==> config.mk <==
export PLATFORM = sky130hd
export DESIGN_NAME = remote_control_frame_builder
export DESIGN_NICKNAME = d
export VERILOG_FILES = /design/src/rtl/rcfb_pkg.sv /design/src/rtl/rcfb_pack.sv /design/src/rtl/rcfb_serial.sv /design/src/rtl/remote_control_frame_builder.sv
export SDC_FILE = /design/constraint.sdc
export NUM_CORES = 1
export LEC_CHECK = 0
export BUFFER_PORTS_ARGS = -buffer_cell sky130_fd_sc_hd__buf_2
export CAP_MARGIN = 5
export CORE_MARGIN = 1
export CORE_UTILIZATION = 30
export CTS_BUF_LIST = sky130_fd_sc_hd__clkbuf_8
export CTS_CLUSTER_DIAMETER = 200
export DETAILED_ROUTE_END_ITERATION = 6
export GPL_TIMING_DRIVEN = 0
export PLACE_DENSITY_LB_ADDON = 0.3
export SLEW_MARGIN = 15
export SYNTH_ARGS = -nofsm -noshare
export SYNTH_HDL_FRONTEND = slang
export SYNTH_HIERARCHICAL = 1
export SYNTH_SLANG_ARGS = --single-unit
==> constraint.sdc <==
create_clock -name clk -period 7.2 [get_ports clk]
set_input_delay 0.72 -clock clk [delete_from_list [all_inputs] [get_ports clk]]
set_output_delay 0.72 -clock clk [all_outputs]
set_load 0.1 [all_outputs]
==> src/rtl/rcfb_pkg.sv <==
`default_nettype none
package rcfb_pkg;

  localparam int unsigned FrameLen   = 32;
  localparam int unsigned SumLen     = 30;
  localparam int unsigned IdxW       = 5;
  localparam int unsigned InDataW    = 80;
  localparam int unsigned OutDataW   = 16;

  localparam logic [7:0]  HeaderReset = 8'hA5;
  localparam logic [6:0]  SeqWrap     = 7'd99;
  localparam logic [12:0] PitchBase   = 13'd4096;

  // byte positions in the frame
  localparam logic [IdxW-1:0] PosHeader  = 5'd0;
  localparam logic [IdxW-1:0] PosSeq     = 5'd1;
  localparam logic [IdxW-1:0] PosThrLo   = 5'd2;
  localparam logic [IdxW-1:0] PosThrHi   = 5'd3;
  localparam logic [IdxW-1:0] PosYawLo   = 5'd4;
  localparam logic [IdxW-1:0] PosYawHi   = 5'd5;
  localparam logic [IdxW-1:0] PosPitLo   = 5'd6;
  localparam logic [IdxW-1:0] PosPitHi   = 5'd7;
  localparam logic [IdxW-1:0] PosRolLo   = 5'd8;
  localparam logic [IdxW-1:0] PosRolHi   = 5'd9;
  localparam logic [IdxW-1:0] PosKey     = 5'd10;
  localparam logic [IdxW-1:0] PosGainP   = 5'd20;
  localparam logic [IdxW-1:0] PosGainD   = 5'd21;
  localparam logic [IdxW-1:0] PosSumLo   = 5'd30;
  localparam logic [IdxW-1:0] PosSumHi   = 5'd31;
  localparam logic [IdxW-1:0] PosLast    = 5'd31;

  localparam logic [1:0] KeyNone = 2'd0;
  localparam logic [1:0] KeyOne  = 2'd1;
  localparam logic [1:0] KeyTwo  = 2'd2;

  typedef struct packed {
    logic [7:0]  header;
    logic [6:0]  seq;
    logic [9:0]  thr;
    logic [9:0]  yaw;
    logic [10:0] pit;
    logic [9:0]  rol;
    logic [1:0]  key;
    logic [7:0]  gain_p;
    logic [7:0]  gain_d;
  } frame_t;

endpackage
`default_nettype wire

==> src/rtl/rcfb_pack.sv <==
`default_nettype none
module rcfb_pack (
  input  wire                              clk,
  input  wire                              rst_n,
  input  wire                              in_tvalid,
  output logic                             in_tready,
  input  wire  [rcfb_pkg::InDataW-1:0]     in_tdata,
  input  wire  [7:0]                       header,
  output logic                             pk_valid,
  input  wire                              pk_take,
  output rcfb_pkg::frame_t                 pk_frame
);

  logic              valid_r, valid_nxt;
  logic [6:0]        seq_r, seq_nxt;
  rcfb_pkg::frame_t  frame_r, frame_nxt;
  logic [6:0]        seq_inc;
  logic [12:0]       pit_inv;
  logic              acc;

  assign in_tready = !valid_r || pk_take;
  assign acc       = in_tvalid && in_tready;
  assign seq_inc   = seq_r + 7'd1;
  assign pit_inv   = rcfb_pkg::PitchBase - {1'b0, in_tdata[35:24]};

  always_comb begin
    frame_nxt        = frame_r;
    frame_nxt.header = header;
    frame_nxt.seq    = seq_inc;
    frame_nxt.thr    = in_tdata[11:2];
    frame_nxt.yaw    = in_tdata[23:14];
    frame_nxt.pit    = pit_inv[12:2];
    frame_nxt.rol    = in_tdata[47:38];
    if (in_tdata[48]) begin
      frame_nxt.key = rcfb_pkg::KeyOne;
    end else if (in_tdata[49]) begin
      frame_nxt.key = rcfb_pkg::KeyTwo;
    end else begin
      frame_nxt.key = rcfb_pkg::KeyNone;
    end
    frame_nxt.gain_p = in_tdata[61:54];
    frame_nxt.gain_d = in_tdata[73:66];
  end

  always_comb begin
    valid_nxt = valid_r;
    seq_nxt   = seq_r;
    if (acc) begin
      valid_nxt = 1'b1;
      seq_nxt   = (seq_inc >= rcfb_pkg::SeqWrap) ? 7'd0 : seq_inc;
    end else if (pk_take) begin
      valid_nxt = 1'b0;
    end
  end

  always_ff @(posedge clk) begin
    if (!rst_n) begin
      valid_r <= 1'b0;
      seq_r   <= 7'd0;
    end else begin
      valid_r <= valid_nxt;
      seq_r   <= seq_nxt;
    end
  end

  always_ff @(posedge clk) begin
    if (acc) begin
      frame_r <= frame_nxt;
    end
  end

  assign pk_valid = valid_r;
  assign pk_frame = frame_r;

endmodule
`default_nettype wire

==> src/rtl/rcfb_serial.sv <==
`default_nettype none
module rcfb_serial (
  input  wire                              clk,
  input  wire                              rst_n,
  input  wire                              pk_valid,
  output logic                             pk_take,
  input  wire  rcfb_pkg::frame_t           pk_frame,
  output logic                             out_tvalid,
  input  wire                              out_tready,
  output logic [rcfb_pkg::OutDataW-1:0]    out_tdata,
  output logic                             out_tlast
);

  logic                          busy_r, busy_nxt;
  logic [rcfb_pkg::IdxW-1:0]     idx_r, idx_nxt;
  logic [15:0]                   sum_r, sum_nxt;
  rcfb_pkg::frame_t              frame_r;
  logic [7:0]                    byte_sel;
  logic                          xfer, last;

  always_comb begin
    case (idx_r)
      rcfb_pkg::PosHeader: byte_sel = frame_r.header;
      rcfb_pkg::PosSeq:    byte_sel = {1'b0, frame_r.seq};
      rcfb_pkg::PosThrLo:  byte_sel = frame_r.thr[7:0];
      rcfb_pkg::PosThrHi:  byte_sel = {6'd0, frame_r.thr[9:8]};
      rcfb_pkg::PosYawLo:  byte_sel = frame_r.yaw[7:0];
      rcfb_pkg::PosYawHi:  byte_sel = {6'd0, frame_r.yaw[9:8]};
      rcfb_pkg::PosPitLo:  byte_sel = frame_r.pit[7:0];
      rcfb_pkg::PosPitHi:  byte_sel = {5'd0, frame_r.pit[10:8]};
      rcfb_pkg::PosRolLo:  byte_sel = frame_r.rol[7:0];
      rcfb_pkg::PosRolHi:  byte_sel = {6'd0, frame_r.rol[9:8]};
      rcfb_pkg::PosKey:    byte_sel = {6'd0, frame_r.key};
      rcfb_pkg::PosGainP:  byte_sel = frame_r.gain_p;
      rcfb_pkg::PosGainD:  byte_sel = frame_r.gain_d;
      rcfb_pkg::PosSumLo:  byte_sel = sum_r[7:0];
      rcfb_pkg::PosSumHi:  byte_sel = sum_r[15:8];
      default:             byte_sel = 8'd0;
    endcase
  end

  assign last    = (idx_r == rcfb_pkg::PosLast);
  assign xfer    = busy_r && out_tready;
  assign pk_take = pk_valid && (!busy_r || (xfer && last));

  always_comb begin
    busy_nxt = busy_r;
    idx_nxt  = idx_r;
    sum_nxt  = sum_r;
    if (pk_take) begin
      busy_nxt = 1'b1;
      idx_nxt  = '0;
      sum_nxt  = 16'd0;
    end else if (xfer) begin
      if (last) begin
        busy_nxt = 1'b0;
      end
      idx_nxt = idx_r + 5'd1;
      // running checksum over the summed part of the frame
      if (idx_r < rcfb_pkg::PosSumLo) begin
        sum_nxt = sum_r + {8'd0, byte_sel};
      end
    end
  end

  always_ff @(posedge clk) begin
    if (!rst_n) begin
      busy_r <= 1'b0;
      idx_r  <= '0;
    end else begin
      busy_r <= busy_nxt;
      idx_r  <= idx_nxt;
    end
  end

  always_ff @(posedge clk) begin
    sum_r <= sum_nxt;
    if (pk_take) begin
      frame_r <= pk_frame;
    end
  end

  assign out_tvalid = busy_r;
  assign out_tdata  = {3'd0, idx_r, byte_sel};
  assign out_tlast  = last;

endmodule
`default_nettype wire

==> src/rtl/remote_control_frame_builder.sv <==
`default_nettype none
// channel | direction | transfer carries
// in_     | slave     | one set of stick, key and gain samples
// out_    | master    | one frame byte, its position, tlast on byte 31
// cfg_    | slave     | header byte, always ready
//
// Each sample set gives 32 bytes at one byte per cycle while out_tready is high;
// the byte counter of the serialiser steps through them in order.
// The next sample set is taken while the current frame is still going out.
// Stalls on out_tready hold the byte; the checksum is summed as bytes leave.
// rst_n is synchronous: header returns to 0xA5, sequence count to zero.
module remote_control_frame_builder (
  input  wire                             clk,
  input  wire                             rst_n,
  input  wire                             in_tvalid,
  output logic                            in_tready,
  // [11:0] throttle_raw, [23:12] yaw_raw, [35:24] pitch_raw, [47:36] roll_raw,
  // [48] key_one, [49] key_two, [61:50] gain_p_raw, [73:62] gain_d_raw
  input  wire  [rcfb_pkg::InDataW-1:0]    in_tdata,
  output logic                            out_tvalid,
  input  wire                             out_tready,
  // [7:0] frame_byte, [12:8] byte_index
  output logic [rcfb_pkg::OutDataW-1:0]   out_tdata,
  output logic                            out_tlast,
  input  wire                             cfg_valid,
  output logic                            cfg_ready,
  input  wire  [7:0]                      cfg_data
);

  logic [7:0]        header_r, header_nxt;
  logic              pk_valid, pk_take;
  rcfb_pkg::frame_t  pk_frame;

  assign cfg_ready  = 1'b1;
  assign header_nxt = (cfg_valid && cfg_ready) ? cfg_data : header_r;

  always_ff @(posedge clk) begin
    if (!rst_n) begin
      header_r <= rcfb_pkg::HeaderReset;
    end else begin
      header_r <= header_nxt;
    end
  end

  rcfb_pack u_pack (
    .clk       (clk),
    .rst_n     (rst_n),
    .in_tvalid (in_tvalid),
    .in_tready (in_tready),
    .in_tdata  (in_tdata),
    .header    (header_r),
    .pk_valid  (pk_valid),
    .pk_take   (pk_take),
    .pk_frame  (pk_frame)
  );

  rcfb_serial u_serial (
    .clk        (clk),
    .rst_n      (rst_n),
    .pk_valid   (pk_valid),
    .pk_take    (pk_take),
    .pk_frame   (pk_frame),
    .out_tvalid (out_tvalid),
    .out_tready (out_tready),
    .out_tdata  (out_tdata),
    .out_tlast  (out_tlast)
  );

endmodule
`default_nettype wire

After elaboration in Yosys (flattened, before gate mapping)
Cells that the tools add are included.
{"block": "word_totals", "ramBits": 0, "n_memories": 0, "elab_cells": 68, "ff_bits": 186, "latch_bits": 0, "rom_bits": 0, "in_bits": 93, "output_inout_bits": 20}
{"block": "classes", "mux": 8, "shifts": 0, "n_bitwise": 1, "eq_ne": 14, "multipliers": 0, "n_lt_le_gt_ge": 2, "reduce_logical": 15, "div_mod_pow": 0, "add_sub_neg": 4}
{"op": "$pmux 8 s15", "n": 1}
{"op": "$eq 5x3->1 const B", "n": 4}
{"op": "$eq 5x5->1 const B", "n": 4}
{"op": "$add 16x8->16", "n": 1}
{"op": "$eq 5x4->1 const B", "n": 3}
{"op": "$sub 13x12->13 const A", "n": 1}
{"op": "$eq 5x2->1 const B", "n": 2}
{"op": "$add 7x1->7 const B", "n": 1}
{"op": "$ge 7x7->1 const B", "n": 1}
{"op": "$mux 7", "n": 1}
{"op": "$reduce_bool 2->1", "n": 3}
{"op": "$add 5x1->5 const B", "n": 1}
{"op": "$eq 5x1->1 const B", "n": 1}
{"op": "$logic_not 5->1", "n": 1}
{"op": "$lt 5x5->1 const B", "n": 1}
{"op": "$mux 1", "n": 5}
{"op": "$logic_and 1x1->1", "n": 4}
{"op": "$reduce_and 2->1", "n": 2}
{"op": "$logic_not 1->1", "n": 2}
{"op": "$logic_or 1x1->1", "n": 2}
{"op": "$mux 2", "n": 1}
{"op": "$reduce_or 2->1", "n": 1}
{"op": "$not 1->1", "n": 1}

Depth between registers and ports, before layout
{"block": "logic_depth", "word_depth": 7, "depth_mapped": 14, "mapped_depth_nobuf": 13}

By module
The synthesis kept the hierarchy.
{"module": "rcfb_serial", "area_per_inst_um2": 4500.6, "cells_each": 356, "instances": 1, "seq_area_each_um2": 2662.6}
{"module": "rcfb_pack", "area_per_inst_um2": 2850.2, "cells_each": 155, "instances": 1, "seq_area_each_um2": 2382.3}
{"module": "remote_control_frame_builder", "area_per_inst_um2": 302.8, "cells_each": 27, "instances": 1, "seq_area_each_um2": 160.2}

Worst setup path before layout
No wires, ideal clock.
{"block": "synth_timing", "path_kind": "reg-to-reg", "startpoint": "register u_serial/idx_r[3] (netlist name)", "endpoint": "register u_pack.seq_r[2]", "synth_period_minus_slack_ns": 6.948, "stages_incl_launch_ff": 15, "setup_ns": 0.195, "slack_ns": 0.252, "arrival_time_ns": 6.753, "path_buffers": 3, "required_time_ns": 7.005, "cell_sequence": "dfxtp_1 buf_4 clkbuf_1 and3_1 ha_1 buf_2 a21bo_2 nand2_1 inv_2 nand2b_1 nand2_1 clkinv_1 nand3_1 o21ai_0 a211oi_1"}
{"block": "synth_between", "elab_chain_cells": 6}
{"item": "from (decl)", "line_no": "rcfb_serial.sv:15", "rtl": "logic [rcfb_pkg::IdxW-1:0] idx_r, idx_nxt;"}
{"item": "from (signal assigned)", "line_no": "rcfb_serial.sv:72", "rtl": "idx_r <= idx_nxt;"}
{"item": "$eq 5x5->1", "line_no": "rcfb_serial.sv:42", "rtl": "assign last = (idx_r == rcfb_pkg::PosLast);"}
{"item": "via out_tlast", "line_no": "remote_control_frame_builder.sv:24", "rtl": "output logic out_tlast,"}
{"item": "$logic_and 1x1->1", "line_no": "rcfb_serial.sv:44", "rtl": "assign pk_take = pk_valid && (!busy_r || (xfer && last));"}
{"item": "$logic_or 1x1->1", "line_no": "rcfb_serial.sv:44"}
{"item": "$logic_and 1x1->1", "line_no": "rcfb_serial.sv:44"}
{"item": "via pk_take", "line_no": "remote_control_frame_builder.sv:31", "rtl": "logic pk_valid, pk_take;"}
{"item": "$logic_or 1x1->1", "line_no": "rcfb_pack.sv:21", "rtl": "assign in_tready = !valid_r || pk_take;"}
{"item": "via in_tready", "line_no": "remote_control_frame_builder.sv:16", "rtl": "output logic in_tready,"}
{"item": "$logic_and 1x1->1", "line_no": "rcfb_pack.sv:22", "rtl": "assign acc = in_tvalid && in_tready;"}
{"item": "via u_pack.acc", "line_no": "rcfb_pack.sv:19", "rtl": "logic acc;"}
{"item": "to (signal assigned)", "line_no": "rcfb_pack.sv:62", "rtl": "seq_r <= seq_nxt;"}
{"item": "to (decl)", "line_no": "rcfb_pack.sv:15", "rtl": "logic [6:0] seq_r, seq_nxt;"}
The timed path passes the listed nets, and every way through them passes these cells.
A chain may end at the register's enable or synchronous reset.

Worst setup path in the final report
{"block": "layout_timing", "startpoint": "register u_serial/idx_r[3] (netlist name)", "endpoint": "output port in_tready"}
{"block": "layout_between", "elab_chain_cells": 5}
{"item": "$eq 5x5->1", "line_no": "rcfb_serial.sv:42"}
{"item": "$logic_and 1x1->1", "line_no": "rcfb_serial.sv:44"}
{"item": "$logic_or 1x1->1", "line_no": "rcfb_serial.sv:44"}
{"item": "$logic_and 1x1->1", "line_no": "rcfb_serial.sv:44"}
{"item": "via pk_take", "line_no": "remote_control_frame_builder.sv:31"}
{"item": "$logic_or 1x1->1", "line_no": "rcfb_pack.sv:21"}
{"item": "to (decl)", "line_no": "remote_control_frame_builder.sv:16"}
The timed path passes the listed nets, and every way through them passes these cells.

==> results by stage <==
Yosys:
- After synthesis, the share of flip-flops with an asynchronous set or reset is 0%.
- Counting flops and latches in the post-synthesis netlist gives 186.
- The netlist uses 71 different library cells.
- Summing every instance area after synthesis gives 7654 sq um.
- The synthesis warning total is 6.
- Among all flip-flop cells after synthesis, the most frequent one is sky130_fd_sc_hd__edfxtp_1.
- The cell count after synthesis came out at 538.
- The synthesized area divided by synthesized cell count is 14.23 sq um.
- The fraction of the yosys area taken by sequential cells is 68.01%.
- In this run, synthesis inferred 148 flip-flops with an integrated enable.

Detailed routing:
- The via density per instance is 4.732.
- The residual DRC count is 0.
- The first routing iteration left 377 violations.
- For this block, the routed nets add up to 16,700 um of wire.
- The final route contains 4,685 vias.
- The detail route stage leaves a number of antenna-violating nets equal to 0.
- The pre-antenna-repair detailed-routing pass consisted of 5 iterations.
- After detailed routing, the average wire length per cell comes to 16.87 um.

Layout:
- In the layout the commonest cells are 148 x sky130_fd_sc_hd__edfxtp_1, 95 x sky130_fd_sc_hd__buf_2, 39 x sky130_fd_sc_hd__nand2_1.
- Relative to the synthesized area, the layout overhead comes to 16.56%.
- Cells with a size suffix above 1 make up 23.64% of the layout.
- The area taken by flip-flops and latches is 5205 sq um.
- After the last flow step, the layout net total stands at 756.
- Fill cells in the final layout number 2,493.
- The number of antenna cells inserted is 0.
- The area occupied by multi-input gates is 2277 sq um.
- The final design utilization is 35.53%.
- Leaving out fill and tap cells, the most frequent cell in the layout is sky130_fd_sc_hd__edfxtp_1.

Setup path:
- Of all nets on the critical path, the largest fanout is 63.
- The endpoint type of the worst setup path is an output port.
- The reg-to-reg endpoint is u_pack/seq_r[2].
- The worst reg2reg path depth is 15.
- The category of the critical setup timing path is flip-flop to output port.
- The worst setup slack for register-to-register paths is 2.96 ns.
- For the worst setup path, the data arrival time is 3.80 ns.
- The startpoint of the most critical register-to-register path is u_serial/idx_r[3].
- For the worst setup path, the data required time is 6.48 ns.
- STA classifies the critical path startpoint as a flip-flop.

Global route:
- In the global route stage, overall resource usage came out at 13.30%.
- The number of antenna violations at the first check in global routing is 0.
- The largest net degree at the start of global routing is 83.
- Global routing finished with a remaining overflow of 0.
- The number of global-route vias before repair is 4,505.
- The first global-routing pass estimated 25,810 um of wire.

Power:
- VDD sags by at most 126.6 uV.
- In this run the power density over the cells is 245.6 nW/um^2.
- The clock network burns 30.1% of the power.
- The share of total power consumed by net switching is 27.67%.
- Summed over all cells, the static leakage comes to 3.209 nW.
- The total net switching power is 0.6063 mW.
- Per report_power, the combinational group accounts for 12.0% of the total.
- The internal portion of the total power is 1.585 mW.
- Sequential cells account for 57.9% of the total power.

Clock tree:
- After clock tree synthesis, the clock-pin slew on the worst setup and hold paths is 0.10 ns.
- CTS built an H-tree with a depth of 4.
- Buffers inserted to repair hold after CTS numbered 0.
- The clock net sink count is 186.
- The buffers inserted during post-CTS setup optimization is 0.
- Counting the buffers created by CTS gives 17.
- The worst-skew pair later-pin latency is 0.46 ns.
- TritonCTS built the clock tree.
- The longest clock path from root to sink contains 2 buffers.
- In this run, post-CTS repair resized a total of 0 instances.
- The CTS root buffer is sky130_fd_sc_hd__clkbuf_8.

Timing:
- In this run the tightest slew margin relative to its limit is 40.15%.
- Setup violations remaining at the end of the flow were counted as 0.
- The total negative slack is 0 ns.
- For this run, the top clock speed supported by timing is 0.2214 GHz.
- On the final layout, the worst hold slack is 0.4139 ns.
- The number of hold violations in the final report is 0.
- The max-slew violation total from the final report is 0.
- The final period demand of the worst path is 4.516 ns.
- Setup repair after global routing left no endpoint under its margin.
- For the pin with the worst max-slew slack, the measured transition is 0.8838 ns.
- The ratio of final minimum period to clock period is 62.72%.
- Across the routed clock network, the largest skew measured is 0.01528 ns.

Floorplan:
- The total area inside the core boundary comes to 25,110 sq um.
- Pin placement for this block handled 113 I/O pins.
- In this run the core area contains 58 standard-cell rows.
- The die width is 161.7 um.
- The floorplan step defined a die boundary enclosing 26,160 sq um.
- The starting density of the core is 30.48%.
- From bottom edge to top edge, the die measures 161.7 um.

Flow run:
- Across the run, the number of max-cap violations was 0.

Placement:
- The detailed placement HPWL is 12,100 um.
- The congestion estimate from routability-driven global placement came to 0.8385.
- Port buffering added 87 buffers.

Min path:
- For hold timing, the worst endpoint is u_serial/frame_r[5].
- The startpoint of the tightest hold check path is u_pack/pk_frame[5].
- The path class of the tightest hold or removal check is flip-flop to flip-flop.
- The depth of the worst hold-timing path is 0.

Run status:
- The flow ran to the end, and the final reports show no timing, DRC or antenna violations.
## power groups by stage
stage               registers [mW]  clock network, mW  logic [mW]
finish                        1.27              0.660       0.263
global route                  1.28              0.729       0.287
CTS                           1.27              0.691       0.265
detailed placement            1.29                  0       0.264
global placement              1.30                  0       0.259
floorplan                     1.29                  0       0.182
## logic make-up (layout without fill, tap and decap cells)
kind of cell	after synthesis	in the layout	share of synthesized area, %
adders and majority gates	16	16	2.714
other	2	4	0.09812
xor gates and xnor gates	16	16	1.831
AOI/OAI and AO/OA	106	106	10.22
buffers and inverters	34	154	2.338
DFF	186	186	68.01
muxes	31	31	4.136
and+or+nand+nor	147	147	10.66
## per-layer routing
layer	vias up	track usage, %	wire [um]
met5	-	0	0
met4	0	3.945	214
met3	14	2.886	795
met2	141	20.85	7771
met1	2226	18.44	7917
li1	2304	-	-
## how the worst max path moves through the flow
stage	start	to	slack, ns	cells after the start
after global placement	u_serial/idx_r[3]	u_pack/seq_r[2]	0.52	14
after detailed placement	u_serial/idx_r[3]	u_pack/seq_r[2]	2.94	15
after CTS	u_serial/idx_r[3]	in_tready	2.64	11
after global routing	u_serial/idx_r[3]	in_tready	2.41	11
after floorplan	u_serial/idx_r[3]	u_pack/seq_r[2]	0.25	14
final	u_serial/idx_r[3]	in_tready	2.68	11
## stage by stage
stage	power (mW)	cell area [sq um]	std cells	setup slack (ns)
global placement	1.555	8509	957	0.5235
finish	2.191	8921	990	2.684
CTS	2.225	8921	990	2.641
floorplan	1.469	7661	540	0.2525
detailed placement	1.558	8544	958	2.943
global route	2.292	8921	990	2.413
## critical path, stage by stage, from the launching register on
cell,delay (ns)
sky130_fd_sc_hd__dfxtp_1,0.34
sky130_fd_sc_hd__buf_4,0.17
sky130_fd_sc_hd__clkbuf_1,0.41
sky130_fd_sc_hd__and3_1,0.26
sky130_fd_sc_hd__ha_1,0.16
sky130_fd_sc_hd__buf_2,0.25
sky130_fd_sc_hd__a21bo_2,0.19
sky130_fd_sc_hd__nand2_1,0.22
sky130_fd_sc_hd__inv_4,0.34
sky130_fd_sc_hd__buf_16,0.32
sky130_fd_sc_hd__nand2b_1,0.20
sky130_fd_sc_hd__buf_2,0.44
## cells in the mapped netlist, drive strengths merged (3+ instances only)
library cell	instances	area (sq um)
a211oi	8	65.06
a21o	3	22.52
a21oi	18	90.09
a221oi	6	52.55
a222oi	4	40.04
a22o	4	35.03
a22oi	10	75.07
a2bb2oi	4	35.03
a32oi	4	35.03
and2	8	51.30
and3	7	43.79
buf	17	115.1
clkbuf	4	15.01
dfxtp	38	760.7
edfxtp	148	4444
ha	15	187.7
inv	12	45.04
mux2	5	56.30
mux2i	26	260.3
nand2	39	146.4
nand2b	7	43.79
nand3	22	110.1
nand3b	3	22.52
nand4	9	71.32
nand4b	4	35.03
nor2	18	67.56
nor2b	9	56.30
nor3	8	51.30
o21a	6	45.04
o21ai	15	75.07
xnor2	10	87.58
xor2	6	52.55
## sequential cells by signal (all words and copies together) (netlist names)
name and flops:
u_pack/pk_frame 74, u_serial/frame_r 74, u_serial/sum_r 16, header_r 8, u_pack/seq_r 7, u_serial/idx_r 5
u_pack/pk_valid 1, u_serial/out_tvalid 1
## layout make-up
class                      instances  area share, %
sequential                       186          58.34
timing repair buffer              88          5.189
clock inverter                    14          1.445
multi-input combinational        320          25.53
inverter                          13         0.6311
tap                              330          4.628
buffer                            21          1.459
clock buffer                      18          2.777
No activity file was read; power rests on OpenSTA's default activity.
